--- src/hw/rtl/p1305_pkg.sv ---
// Shared types, constants and the product-scanning schedule for the Poly1305 core.
// Used by p1305_mac_unit and poly1305_authenticator_core; depends on nothing else.
package p1305_pkg;

	// Register indexes of the configuration port.
	localparam int CFG_IDX_W = 3;
	localparam logic [CFG_IDX_W-1:0] REG_KEY_R_LOW  = 3'd0;
	localparam logic [CFG_IDX_W-1:0] REG_KEY_R_HIGH = 3'd1;
	localparam logic [CFG_IDX_W-1:0] REG_KEY_S_LOW  = 3'd2;
	localparam logic [CFG_IDX_W-1:0] REG_KEY_S_HIGH = 3'd3;

	// Clamp masks for the two halves of r.
	localparam logic [63:0] CLAMP_LOW  = 64'h0fff_fffc_0fff_ffff;
	localparam logic [63:0] CLAMP_HIGH = 64'h0fff_fffc_0fff_fffc;

	// Field widths on the stream channels.
	localparam int IN_TDATA_W  = 136;
	localparam int OUT_TDATA_W = 128;

	// Multiply schedule: 5 words of h times 4 words of r, 20 products.
	localparam int NUM_STEPS = 20;
	localparam int STEP_W    = 5;

	// Modulus 2^130 - 5.
	localparam logic [129:0] MODULUS = {2'b11, {125{1'b1}}, 3'b011};

	typedef struct packed {
		logic [2:0] h_idx;
		logic [1:0] r_idx;
		logic       col_end;
	} pair_t;

	// Control from the sequencer to the multiply-accumulate unit.
	typedef struct packed {
		logic       clr;
		logic       valid;
		logic       col_end;
		logic [2:0] col_idx;
	} mac_ctrl_t;

	// Products ordered by output column; col_end flags the last product of a column.
	function automatic pair_t step_pair(input logic [STEP_W-1:0] step);
		pair_t p;
		p = '0;
		unique case (step)
			5'd0:  p = '{3'd0, 2'd0, 1'b1};
			5'd1:  p = '{3'd0, 2'd1, 1'b0};
			5'd2:  p = '{3'd1, 2'd0, 1'b1};
			5'd3:  p = '{3'd0, 2'd2, 1'b0};
			5'd4:  p = '{3'd1, 2'd1, 1'b0};
			5'd5:  p = '{3'd2, 2'd0, 1'b1};
			5'd6:  p = '{3'd0, 2'd3, 1'b0};
			5'd7:  p = '{3'd1, 2'd2, 1'b0};
			5'd8:  p = '{3'd2, 2'd1, 1'b0};
			5'd9:  p = '{3'd3, 2'd0, 1'b1};
			5'd10: p = '{3'd1, 2'd3, 1'b0};
			5'd11: p = '{3'd2, 2'd2, 1'b0};
			5'd12: p = '{3'd3, 2'd1, 1'b0};
			5'd13: p = '{3'd4, 2'd0, 1'b1};
			5'd14: p = '{3'd2, 2'd3, 1'b0};
			5'd15: p = '{3'd3, 2'd2, 1'b0};
			5'd16: p = '{3'd4, 2'd1, 1'b1};
			5'd17: p = '{3'd3, 2'd3, 1'b0};
			5'd18: p = '{3'd4, 2'd2, 1'b1};
			5'd19: p = '{3'd4, 2'd3, 1'b1};
			default: p = '0;
		endcase
		return p;
	endfunction

endpackage

--- src/hw/rtl/p1305_mac_unit.sv ---
// Shared 32x32 multiplier with a column accumulator for product scanning.
// Depends on p1305_pkg for the control struct.
module p1305_mac_unit import p1305_pkg::*; (
	input  logic          clk,
	input  logic          arst_n,
	input  mac_ctrl_t     ctrl,
	input  logic [31:0]   op_a,
	input  logic [31:0]   op_b,
	output logic [255:0]  prod
);

	logic [63:0]  mult_s1;
	mac_ctrl_t    ctrl_s1;
	logic [67:0]  col_q;
	logic [255:0] prod_q;
	logic [67:0]  col_sum;

	// Column sum: running carry plus the registered product.
	assign col_sum = col_q + {4'b0, mult_s1};
	assign prod    = prod_q;

	// Multiplier stage, registered before accumulation.
	always_ff @(posedge clk or negedge arst_n) begin
		if (!arst_n) begin
			ctrl_s1 <= '0;
		end else begin
			ctrl_s1 <= ctrl;
		end
	end

	always_ff @(posedge clk) begin
		mult_s1 <= op_a * op_b;
	end

	// Accumulate a column; at its end emit one result word and keep the carry.
	always_ff @(posedge clk or negedge arst_n) begin
		if (!arst_n) begin
			col_q <= '0;
		end else if (ctrl.clr) begin
			col_q <= '0;
		end else if (ctrl_s1.valid) begin
			if (ctrl_s1.col_end) begin
				col_q <= {32'b0, col_sum[67:32]};
			end else begin
				col_q <= col_sum;
			end
		end
	end

	always_ff @(posedge clk) begin
		if (ctrl_s1.valid && ctrl_s1.col_end) begin
			prod_q[ctrl_s1.col_idx*32 +: 32] <= col_sum[31:0];
		end
	end

endmodule

--- config.mk ---
export PLATFORM = sky130hd
export DESIGN_NAME = p1305_mac_unit
export DESIGN_NICKNAME = d
export VERILOG_FILES = /design/src/hw/rtl/p1305_pkg.sv /design/src/hw/rtl/p1305_mac_unit.sv
export SDC_FILE = /design/constraint.sdc
export NUM_CORES = 2
export LEC_CHECK = 0
export ABC_AREA = 1
export BUFFER_PORTS_ARGS = -buffer_cell sky130_fd_sc_hd__buf_2
export CAP_MARGIN = 40
export CORE_MARGIN = 3
export CORE_UTILIZATION = 30
export CTS_BUF_LIST = sky130_fd_sc_hd__clkbuf_8
export CTS_CLUSTER_DIAMETER = 120
export CTS_CLUSTER_SIZE = 30
export DETAILED_ROUTE_END_ITERATION = 16
export PLACE_DENSITY = 0.55
export SLEW_MARGIN = 20
export SYNTH_ARGS = -nofsm -noshare
export SYNTH_HDL_FRONTEND = slang
export SYNTH_SLANG_ARGS = --single-unit
--- constraint.sdc ---
create_clock -name clk -period 5.2 [get_ports clk]
set_input_delay 0.26 -clock clk [delete_from_list [all_inputs] [get_ports clk]]
set_output_delay 0.26 -clock clk [all_outputs]
set_load 0.005 [all_outputs]
==> out/metrics.yaml <==
synth:
  netlist_area_um2: 54900
  yosysTopAreaCell: "fa_1"
  syn_inst: 7049
  yosys-top-cells-count: "nand2_1 (1953), inv_1 (1896), fa_1 (897)"
  async_reset_ff_share_pct: 18.6
  synth_nets: 8347
  avgSynthCellArea_um2: 7.79
  yosys_register_bits: 393
  synth_edf_count: 256
  ys_seq_area_share_pct: 19.7
  yosysMostFrequentCell: "nand2_1"
  ys_top_cells_by_area: "fa_1 (33%), edfxtp_1 (14%), nand2_1 (13%), inv_1 (13%), ha_1 (7.5%)"
  ys_types: 39
  synth_ff_type: "edfxtp_1"
  yosys_warnings: 0
  synth_top_cell_area_share_pct: 32.7
critical_path:
  r2r-start: "col_q[0]$_DFFE_PN0P_"
  rrSetupSlack_ns: 1.76
  critPathArrivalTime_ns: 6.49
  cpPeakStageDelay_ns: 0.55
  critical_path.max_fanout: 7
  slowest_stage: "fa_1"
  start_kind: "input pin"
  path_class: "input pin to flip-flop"
  cp-end-kind: "flip-flop"
  reg2reg_depth: 12
  worstPathRequired_ns: 5.81
  path_common_cell: "fa_1"
  reg2reg_to: "prod[106]$_DFFE_PP_"
global_routing:
  grt_antenna_before_repair: 4
  grt_remaining_overflow: 0
  grt_use_met2_pct: 36.2
  grt.busiest_layer: "met2"
  grt_util_all_layers_pct: 20.6
  grt_pass1_wl_um: 299000
  grt_max_degree: 70
  grt_pass1_vias: 49200
  met1_usage_pct: 27.3
  met3_usage_pct: 1.64
detailed_routing:
  postRouteWirelength_um: 197000
  wl_per_cell_um: 19.4
  drt-initial-drc-count: 3143
  via_count: 46900
  vias_per_cell: 4.63
  drc: 0
  drtPass1Iterations: 6
  ant_nets: 0
min_path:
  min_path_type: "input pin to async pin"
finish:
  fin_nets: 9053
  drive_gt1_share_pct: 20.7
  syn_to_final_growth_pct: 25.3
clock_network:
  htreeDepth: 1
  cts_made_buffers: 19
  cts_tree: "yes"
  cts.sinks: 393
  clk_latency_ns: 0.68
  path_clk_slew_ns: 0.17
  clock_path_buffers: 3
  root_buffer: "clkbuf_8"
floorplanning:
  dieWidth_um: 434
  io_pins: 328
  initial_utilization_pct: 30.3
  core_area_um2: 181000
  fp.dieH_um: 434
  rows: 156
  die_area_um2: 188000
run_status:
  outcome: "finished with violations"
  violations: "setup timing"
sta:
  final.period_utilization_pct: 113
  rsz0062_at_grt: "true"
  slew_headroom_pct: 44.3
  fmax_mhz: 170
  layout_setup_ws_ns: -0.678
  timing_hold_violations_final: 0
  finalSetupViolCount: 50
  fin_crit_ns: 5.88
  drv_slew: 0
  tightest_slew_ns: 0.835
  fin_skew_ns: 0.0725
placed_design:
  dp_slack_ns: -1.87
  port_buffers: 327
  hpwl_um: 167000
  place_congestion: 0.977
run:
  drv_cap: 0
layout by cell type, fill, tap and decap left out, types with 82 or more instances in the layout:
master    count
a21oi_1     124
buf_2       271
buf_4       450
buf_6       103
edfxtp_1    256
fa_1        837
ha_1        277
inv_1      1780
inv_2       130
nand2_1    1854
nand3_1     179
nand4_1      82
nor2_1      406
layer usage:
| metal | part of all wire, % | wire length (um) | vias to the layer above |
|---|---|---|---|
| met5 | 0.0066 | 13 | - |
| met4 | 3.1 | 6190 | 2 |
| met3 | 5.5 | 10900 | 243 |
| met1 | 43 | 84000 | 23300 |
| li1 | - | - | 21900 |
| met2 | 49 | 96000 | 1477 |
final cells by class:
| cell class | count | area [um^2] |
|---|---|---|
| clock inverters | 14 | 133 |
| flip-flops and latches | 393 | 10800 |
| well taps | 2370 | 2970 |
| repair buffers | 953 | 8370 |
| diodes | 4 | 10.0 |
| clock buffers | 19 | 262 |
| fillers | 18600 | 113000 |
| inverters | 1907 | 7170 |
| multi-input cells | 4481 | 39100 |
through the flow:
stage / utilization, % / area, um^2 / TNS, ns / cells / hold slack, ns
4_1_cts: 36.5 / 66200 / -21.80 / 10100 / 0.122
3_3_place_gp: 35.1 / 63600 / -79.30 / 9991 / 0.238
6_report: 37.9 / 68800 / -23.06 / 10100 / 0.116
3_5_place_dp: 35.2 / 63800 / -80.10 / 10000 / 0.244
5_1_grt: 37.9 / 68800 / -30.74 / 10100 / 0.133
2_1_floorplan: - / 56300 / -27.94 / 7049 / -0.0356
flip-flops by register name, indices dropped and copies added (netlist names):
| register | flops |
|---|---|
| ctrl_s1 | 5 |
| col_q | 68 |
| prod | 256 |
| mult_s1 | 64 |
kinds of logic (layout without fill, tap and decap cells):
group	count (synthesis)	after routing	share of synthesized area (%)
and+or+nand+nor	2843	2843	20.8
buffers and inverters	2175	2893	14.9
adders and majority gates	1226	1226	40.2
DFF	393	393	19.7
AOI/OAI and AO/OA	347	347	3.38
xor gates and xnor gates	65	65	1.09
other	0	4	0
repair_timing:
action / CTS / global route
setup endpoints to repair: 54 / 54
resized for setup: 409 / 503
endpoints found under the hold margin: 37 / 0
setup buffers: 41 / 49
pin swaps: 116 / 277
hold buffers: 7 / 0
gates cloned: 2 / 11
worst max-delay path by stage:
stage / from / endpoint / slack (ns) / cells after the start
final: op_b[15] / mult_s1[49]$_DFF_P_ / -0.68 / 28
after CTS: op_b[15] / mult_s1[56]$_DFF_P_ / -0.61 / 28
after floorplan: op_a[5] / mult_s1[36]$_DFF_P_ / -0.81 / 27
after global routing: op_b[16] / mult_s1[60]$_DFF_P_ / -0.80 / 30
after detailed placement: op_b[7] / mult_s1[49]$_DFF_P_ / -1.87 / 27
after global placement: op_b[7] / mult_s1[49]$_DFF_P_ / -1.83 / 27
worst max-delay path: cells and delay by family:
kind / cells / cell delay, ns
buffers and inverters: 11 / 0.88
adder cells (fa/ha/maj): 9 / 4.32
XOR/XNOR: 1 / 0.14
AND/OR/NAND/NOR: 7 / 0.88
Power is left out: the tool's default activity adds up to more than one toggle a clock period on the data nets, which glitch-free logic cannot reach.
